==> src/grc_pkg.sv <==
`default_nettype none
package grc_pkg;

   // Divider sizes: the delta numerator is (3 * width) << 30.
   localparam int DIV_NUM_W = 44;
   localparam int DIV_DEN_W = 45;
   // The fraction multiplier can be 2^16, so it takes 17 bits.
   localparam int FRAC_MUL_STEPS = 17;

   localparam logic [63:0] RAY_INF  = 64'h4000_0000_0000_0000;
   localparam logic [12:0] LINE_MAX = 13'd8191;
   localparam logic [23:0] DIST_MAX = 24'hFF_FFFF;

   // Configuration register indexes.
   localparam logic [2:0] CSR_EYE_X  = 3'd0;
   localparam logic [2:0] CSR_EYE_Y  = 3'd1;
   localparam logic [2:0] CSR_DIR_X  = 3'd2;
   localparam logic [2:0] CSR_DIR_Y  = 3'd3;
   localparam logic [2:0] CSR_WIDTH  = 3'd4;
   localparam logic [2:0] CSR_HEIGHT = 3'd5;

   typedef enum logic [3:0] {
      S_CLEAR, S_IDLE, S_PROD, S_RAY, S_DIV_X, S_MUL_X,
      S_DIV_Y, S_MUL_Y, S_WALK, S_DIV_LINE, S_OUT
   } ctrl_state_type;

   typedef enum logic [3:0] {
      OP_CLEAR, OP_NONE, OP_PROD, OP_RAY, OP_DIV_X, OP_MUL_X,
      OP_DIV_Y, OP_MUL_Y, OP_WALK, OP_DIV_LINE
   } dp_op_type;

   typedef struct packed {
      dp_op_type op;
      logic      first;
      logic      map_wr;
      logic      capture;
   } dp_cmd_type;

   typedef struct packed {
      logic div_done;
      logic mul_done;
      logic walk_end;
      logic clear_done;
   } dp_status_type;

   typedef struct packed {
      logic [21:0]        eye_x;
      logic [21:0]        eye_y;
      logic signed [15:0] dir_x;
      logic signed [15:0] dir_y;
      logic [11:0]        width;
      logic [11:0]        height;
   } cfg_type;

endpackage
`default_nettype wire

==> src/grc_ctrl.sv <==
`default_nettype none
module grc_ctrl
   import grc_pkg::*;
(
   input  wire logic          clock,
   input  wire logic          reset,
   input  wire logic          start,
   input  wire logic          req_cmd,
   input  wire dp_status_type status,
   output dp_cmd_type         cmd,
   output logic               busy,
   output logic               rsp_valid
);

   ctrl_state_type state_ff, state_in;
   logic           first_ff;
   logic           accept;

   assign accept = start && (state_ff == S_IDLE);

   // Next state.
   always_comb begin
      state_in = state_ff;
      unique case (state_ff)
         S_CLEAR:    if (status.clear_done) state_in = S_IDLE;
         S_IDLE:     if (accept && req_cmd) state_in = S_PROD;
         S_PROD:     state_in = S_RAY;
         S_RAY:      state_in = S_DIV_X;
         S_DIV_X:    if (status.div_done) state_in = S_MUL_X;
         S_MUL_X:    if (status.mul_done) state_in = S_DIV_Y;
         S_DIV_Y:    if (status.div_done) state_in = S_MUL_Y;
         S_MUL_Y:    if (status.mul_done) state_in = S_WALK;
         S_WALK:     if (status.walk_end) state_in = S_DIV_LINE;
         S_DIV_LINE: if (status.div_done) state_in = S_OUT;
         S_OUT:      state_in = S_IDLE;
         default:    state_in = S_IDLE;
      endcase
   end

   always_ff @(posedge clock) begin
      if (reset) begin
         state_ff <= S_CLEAR;
         first_ff <= 1'b1;
      end else begin
         state_ff <= state_in;
         first_ff <= (state_in != state_ff);
      end
   end

   // Commands to the datapath.
   always_comb begin
      cmd.first   = first_ff;
      cmd.map_wr  = accept && !req_cmd;
      cmd.capture = accept && req_cmd;
      busy        = (state_ff != S_IDLE);
      rsp_valid   = (state_ff == S_OUT);
      unique case (state_ff)
         S_CLEAR:    cmd.op = OP_CLEAR;
         S_PROD:     cmd.op = OP_PROD;
         S_RAY:      cmd.op = OP_RAY;
         S_DIV_X:    cmd.op = OP_DIV_X;
         S_MUL_X:    cmd.op = OP_MUL_X;
         S_DIV_Y:    cmd.op = OP_DIV_Y;
         S_MUL_Y:    cmd.op = OP_MUL_Y;
         S_WALK:     cmd.op = OP_WALK;
         S_DIV_LINE: cmd.op = OP_DIV_LINE;
         default:    cmd.op = OP_NONE;
      endcase
   end

endmodule
`default_nettype wire
==> config.mk <==
export PLATFORM = sky130hd
export DESIGN_NAME = grc_ctrl
export DESIGN_NICKNAME = d
export VERILOG_FILES = /design/src/grc_pkg.sv /design/src/grc_ctrl.sv
export SDC_FILE = /design/constraint.sdc
export NUM_CORES = 1
export LEC_CHECK = 0
export ABC_AREA = 1
export ABC_CLOCK_PERIOD_IN_PS = 3100
export BUFFER_PORTS_ARGS = -buffer_cell sky130_fd_sc_hd__clkbuf_2
export CORE_AREA = 5 5 42 44
export DETAILED_ROUTE_END_ITERATION = 10
export DIE_AREA = 0 0 47 49
export GPL_TIMING_DRIVEN = 1
export PLACE_DENSITY = 0.68
export SLEW_MARGIN = 20
export SYNTH_ARGS = -nofsm -noshare
export SYNTH_HDL_FRONTEND = slang
export SYNTH_SLANG_ARGS = --single-unit
==> constraint.sdc <==
create_clock -name clock -period 3.1 [get_ports clock]
set_clock_uncertainty 0.05 [all_clocks]
set_input_delay 0.155 -clock clock [delete_from_list [all_inputs] [get_ports clock]]
set_output_delay 0.155 -clock clock [all_outputs]
set_load 0.01 [all_outputs]
After elaboration in Yosys (flattened, before gate mapping). Memories as Yosys holds them, arrays and structs flattened. A register that Yosys moved wholly into a read port is not among the register bits. Cells that the tools add are included.

Eq/ne operators: 12. Reductions and logical operators: 5. Mux-type cells: 10.

Operators with widths (number): one-hot mux 4 bit (10 select lines) (1); 2-to-1 mux 4 bit (9); equality test 4 x 3 -> 1 bit (second input constant) (4); equality test 4 bit (second input constant) (3); equality test 4 x 2 -> 1 bit (second input constant) (2); equality test 4 x 1 -> 1 bit (second input constant) (1); logical NOT 4 bit (1); inequality test 4 x 1 -> 1 bit (second input constant) (1); inequality test 4 bit (1); logical AND 1 bit (3); logical NOT 1 bit (1).

Memories kept: 1. Output and inout port bits: 9. Flip-flop bits (word level): 5. ROM bits: 64. Word-level logic and storage cells: 30. Input port bits: 8.

Memory list: (no name shown) (depth 16, width 4, read ports 1, clocked after Yosys merged registers in 1, write ports 0, RTL line grc_ctrl.sv:57) `unique case (state_ff)`.

Logic depth before layout (Yosys ltp). Gate-level depths: netlist of run 1.

Depth in word-level cells: 6. Depth in mapped cells: 10. Mapped depth without buffers: 9.

Least setup slack after synthesis of run 1. Ideal clock, no wire load.

Kind: register to output. From: register state_ff[0]. To: output port cmd[1] in the netlist's numbering. Buffers on the path: 1. Required time: 2.895 ns. Cell stages (with the launch flop): 6. Arrival time: 1.027 ns. Setup slack: 1.868 ns. Cells stage by stage: dfxtp_1 > buf_2 > nand2_1 > nor2_2 > inv_1 > nor3_1.

RTL lines: from (decl) (RTL line grc_ctrl.sv:15) `ctrl_state_type state_ff, state_in;`; from (signal assigned) (RTL line grc_ctrl.sv:45) `state_ff <= state_in;`; to (decl) (RTL line grc_ctrl.sv:10) `output dp_cmd_type cmd,`.

==> run metrics, run 1 <==
Die ar.=2300 um2; Synth Net Count=89; NumNets Final=108; WP depth=5; Max Cap Violations=0; Root Buffer=clkbuf_4; ys async rst share=0%; Sw Ratio=27.2%; Worst setup EP type=output port; Core Rows=14; iteration count of the initial detailed-routing pass=4; post-synth top area cell=dfxtp_1; fmax=625 MHz; vias in the first global route=473; Psw=0.0712 mW; Slew @ Worst Pin=305 ps; worst setup path end=cmd[1]; count leader, synth=nand2_1; I/O pin count=17; Skew-Pair Late Insertion Delay=250 ps; Area after DPL=593 um2; met2 Track Usage GR=16.7%; synthesized area per cell=6.24 um2; r2r startpoint=state_ff[0]$_SDFF_PP0_; maximum VDD drop=0.282 mV; r2r setup slk=1690 ps; Non-Filler Instances=115; flops & latches, synth=9; slowest CP cell=dfxtp_1; max_slew headroom=79.4%; drt via density=4.52; Netlist cell types=16; Worst R2R Path Depth=9; Synth Cell Area=505 um2; DP Wirelength=844 um; Bufs on Longest Clock Path=2; grt peak-use layer=met2; Final Hold Fails=0; post-synth top area share=35.6%; Post-synth top cells=nand2_1 (16), inv_1 (14), nor2_1 (13), dfxtp_1 (9), nand3_1 (9); antenna viol nets, final=0; die width=47 um; Flop pwr share=49.0%; CP Buf/Inv Count=2; FILL cells=152; top cell family by delay on the critical path=flip-flops; GR met3 Demand/Resource=7.01%; r2r endpoint=cmd[3]$_DFF_P_; gpl congestion=0.762; Post-synth top flop=dfxtp_1; setup violators final=0; port buffer count=16; top post-synthesis cells by area=dfxtp_1 (36%), nand2_1 (12%), inv_1 (10%); DRC errors left=0; Pleak=0.369 nW; Inst Count DP=111; synthesis warning total=0; crit path cell chain=nand2_1 > nor2_2 > inv_1 > nor3_1 > clkbuf_2; met1 GRT Util=10.2%; status=complete, no violations; max-slew violations=0; Resized cells post-CTS=0; register area=180 um2; DR iter-0 viols=13; GR Util All Layers=10.4%; first-pass GRT wire length=1.75 mm; Pint=0.190 mW; Layout area overhead=22.5%; H-tree depth=1; Core Area=1400 um2; initial antenna violation count=0; via count=520; EDFF count, synth=0; CTS Sinks=9; RSZ-0062 raised after global routing=no; Starting Density=36.1%; wire length per cell=9.19 um; CTS Buf Count=3; Tmin final=1600 ps; Hold Buf Count CTS=0; PwrDens=422 nW/um2; min-delay worst type=in2reg; Worst setup SP type=register; Worst-path clk slew=60 ps; Die Y=49 um; area of the multi-input gates=253 um2; Req. time, crit path=2890 ps; Gate power share=17.8%; critical path data arrival time=1390 ps; Final Cycle Share=51.6%; CTS tree=yes; ratio of cells with drive above 1 in the final layout=27.3%; CP Max Fanout=9; global route overflow=0; cell count after synthesis=81; routed wire length=1.06 mm; largest net degree at the start of global routing=10; Design Power=0.262 mW; slowest stage delay, CP=480 ps; fin area=619 um2; final setup TNS=0 ps; clock power share=33.2%; Critical Path Start=state_ff[0]$_SDFF_PP0_; setup repair bufs after CTS=0; part of the Yosys area used for sequential elements=35.6%; WS Path Type=reg2out; ANT cells=0
## worst min-delay path, delay by kind of cell
family / cells / cell delay, ps
buffers and inverters: 3 / 180
AND/OR/NAND/NOR: 1 / 90
## per-stage QoR
step                setup slack [ps]  hold WS (ps)  util [%]
floorplan                       1870           311         -
global placement                1700           446      42.3
detailed placement              1710           445      42.3
CTS                             1500           172      44.2
global route                    1360           197      44.2
finish                          1500           171      44.2
## power groups by stage
stage | logic (mW) | registers, mW | clock network (mW)
CTS | 0.0467 | 0.128 | 0.0906
global placement | 0.0464 | 0.131 | 0
detailed placement | 0.0463 | 0.131 | 0
floorplan | 0.0349 | 0.128 | 0
finish | 0.0466 | 0.128 | 0.0868
global route | 0.0539 | 0.129 | 0.102
## layout make-up
type	instances	area share (%)
well taps	16	3.23
clock buffers	4	4.24
flip-flops and latches	9	29.1
repair buffers	16	12.9
multi-input cells	54	40.8
inverters	16	9.70
## sequential cells by signal, indices dropped and copies added, names as in the netlist
signal,cells
state_ff,4
cmd,4
first_ff,1
## worst min path at each step
stage,cells after the start,start,slack (ps),endpoint
2_1_floorplan,1,req_cmd,310,cmd[1]
3_3_place_gp,4,reset,450,state_ff[0]$_SDFF_PP0_
3_5_place_dp,4,reset,450,state_ff[0]$_SDFF_PP0_
4_1_cts,4,reset,170,state_ff[0]$_SDFF_PP0_
5_1_grt,4,reset,200,state_ff[0]$_SDFF_PP0_
6_report,4,reset,170,state_ff[0]$_SDFF_PP0_
## layout by cell type, fill, tap and decap left out
cell | Yosys | layout
nor3_1 | 2 | 2
clkbuf_1 | 0 | 1
clkbuf_2 | 0 | 16
inv_1 | 14 | 14
a21oi_2 | 1 | 1
nand3_2 | 1 | 1
and2_2 | 1 | 1
nand3_1 | 9 | 9
nand2_1 | 16 | 16
o21ai_0 | 5 | 5
clkbuf_4 | 0 | 3
nor2_2 | 2 | 2
dfxtp_1 | 9 | 9
nand2_2 | 1 | 1
inv_2 | 2 | 2
nor2_1 | 13 | 13
nand4_1 | 3 | 3
## cell families (layout without fill, tap and decap cells)
kind of cell	after synthesis	in the layout	synth area share (%)
compound gates	6	6	6.68
buf+inv	18	36	14.4
simple gates	48	48	43.3
flops	9	9	35.6
## routing by layer
metal | part of all wire (%) | vias up
li1 | - | 286
met1 | 41 | 219
met2 | 50 | 11
met3 | 6.5 | 4
met4 | 2.0 | 0
met5 | 0 | -
No activity file was read; power rests on OpenSTA's default activity.
==> inputs of run 2 (changes only) <==
--- a/config.mk
+++ b/config.mk
@@ -6,13 +6,13 @@
 export NUM_CORES = 1
 export LEC_CHECK = 0
 export ABC_AREA = 1
-export ABC_CLOCK_PERIOD_IN_PS = 3100
+export ABC_CLOCK_PERIOD_IN_PS = 1300
 export BUFFER_PORTS_ARGS = -buffer_cell sky130_fd_sc_hd__clkbuf_2
 export CORE_AREA = 5 5 42 44
 export DETAILED_ROUTE_END_ITERATION = 10
 export DIE_AREA = 0 0 47 49
 export GPL_TIMING_DRIVEN = 1
-export PLACE_DENSITY = 0.68
+export PLACE_DENSITY = 0.7
 export SLEW_MARGIN = 20
 export SYNTH_ARGS = -nofsm -noshare
 export SYNTH_HDL_FRONTEND = slang
==> constraint.sdc (replaced) <==
create_clock -name clock -period 1.3 [get_ports clock]
set_clock_uncertainty 0.05 [all_clocks]
set_input_delay 0.065 -clock clock [delete_from_list [all_inputs] [get_ports clock]]
set_output_delay 0.065 -clock clock [all_outputs]
set_load 0.01 [all_outputs]
==> run metrics, run 2 (synthesized netlist as in run 1, its figures left out) <==
status=finished, violations left; failing checks=setup timing; via count=594; Worst setup EP type=output port; clock power share=30.8%; Non-Filler Instances=128; r2r startpoint=state_ff[1]$_SDFF_PP0_; routed wire length=1.35 mm; Worst setup SP type=register; max_slew headroom=85.5%; Req. time, crit path=1190 ps; antenna viol nets, final=0; Starting Density=36.1%; DR iter-0 viols=28; maximum VDD drop=0.765 mV; ANT cells=0; Die Y=49 um; r2r endpoint=cmd[6]$_SDFF_PP0_; Skew-Pair Late Insertion Delay=250 ps; Design Power=0.667 mW; Worst-path clk slew=60 ps; most frequent cells in the layout=clkbuf_2 (14), nand2_1 (13), nor2_1 (12), buf_4 (12), inv_1 (11); Layout area overhead=50.5%; gpl congestion=0.799; min-delay worst type=in2reg; Pleak=0.441 nW; RSZ-0062 raised after global routing=yes; Sw Ratio=27.7%; Slew @ Worst Pin=216 ps; PwrDens=877 nW/um2; Core Rows=14; critical path data arrival time=1220 ps; port buffer count=16; DP Wirelength=933 um; initial antenna violation count=0; final setup TNS=-30.4 ps; Bufs on Longest Clock Path=2; H-tree depth=1; CTS tree=yes; DRC errors left=0; Hold Buf Count CTS=0; WS Path Type=reg2out; I/O pin count=17; Gate power share=23.8%; Psw=0.185 mW; iteration count of the initial detailed-routing pass=4; vias in the first global route=604; CTS Buf Count=3; Pint=0.482 mW; Inst Count DP=116; die width=47 um; ratio of cells with drive above 1 in the final layout=46.4%; drt via density=4.64; Tmin final=1330 ps; Die ar.=2300 um2; r2r setup slk=10 ps; CTS Sinks=9; fmax=752 MHz; Final Cycle Share=102%; Root Buffer=clkbuf_4; NumNets Final=121; Critical Path Start=state_ff[1]$_SDFF_PP0_; final worst slack=-30.4 ps; CP Max Fanout=4; GR Util All Layers=14.2%; worst setup path end=cmd[0]; Flop pwr share=45.3%; Worst R2R Path Depth=8; Final Hold Fails=0; first-pass GRT wire length=2.45 mm; Max Cap Violations=0; max-slew violations=0; setup violators final=1; worst hold slack=81.0 ps; hold_sp=reset; most common cell after layout, fill and taps aside=clkbuf_2; Core Area=1400 um2; wire length per cell=10.6 um; global route overflow=0; largest net degree at the start of global routing=7
==> run 2: cell count changes in the layout (fill, tap and decap cells not counted), moves of 3 or more <==
cell and delta:
inv_1 -3, dfxtp_4 +3, nand2_1 -3, dfxtp_1 -4, buf_4 +12
==> run 2: area by class of cell <==
class,count,area (um2)
Clock buffer,4,26.3
Fill cell,140,641
Inverter,16,62.6
Multi-Input combinational cell,54,278
Sequential cell,9,193
Tap cell,16,20.0
Timing Repair Buffer,29,181
==> run 2: how the worst min path moves through the flow <==
stage          slack [ps]                     end  cells after the start
2_1_floorplan         130                  cmd[1]                      1
3_3_place_gp          350  state_ff[0]$_SDFF_PP0_                      4
3_5_place_dp          350  state_ff[0]$_SDFF_PP0_                      4
4_1_cts                70  state_ff[0]$_SDFF_PP0_                      4
5_1_grt               110  state_ff[3]$_SDFF_PP0_                      4
6_report               80  state_ff[0]$_SDFF_PP0_                      4
==> run 2: worst max-delay path, stage by stage, from the launching register on <==
cell and delay (ps):
dfxtp_4 350, inv_2 60, nand2_2 60, nor2_4 140, buf_6 110, nand3_2 50
inv_1 70, buf_2 120
==> run 2: timing repair <==
action / CTS / global route
buffers inserted: 7 / 1
endpoints found under the setup margin: 4 / 11
resized for setup: 10 / 13
cloned: 0 / 0
pin swaps: 3 / 3
==> run 2: power by group through the flow <==
| stage | clock network, mW | registers (mW) | logic, mW |
|---|---|---|---|
| global placement | 0 | 0.308 | 0.127 |
| floorplan | 0 | 0.306 | 0.0832 |
| detailed placement | 0 | 0.308 | 0.128 |
| finish | 0.206 | 0.302 | 0.159 |
| CTS | 0.213 | 0.304 | 0.145 |
| global route | 0.239 | 0.304 | 0.179 |
==> run 2: per-stage QoR <==
stage / utilization, % / instance area, um2 / setup WS (ps)
2_1_floorplan: - / 505 / 89.2
6_report: 54.3 / 761 / -30.4
4_1_cts: 52.3 / 733 / -22.0
3_3_place_gp: 45.0 / 631 / -1.25
5_1_grt: 54.3 / 761 / -90.8
3_5_place_dp: 45.0 / 631 / -12.8
==> run 2: per-layer routing <==
metal,global-route usage [%],routed length (um),vias to the layer above
met2,21.7,728,14
met5,0,0,-
met1,16.4,546,263
li1,-,-,315
met3,7.75,72,2
met4,4.61,4,0
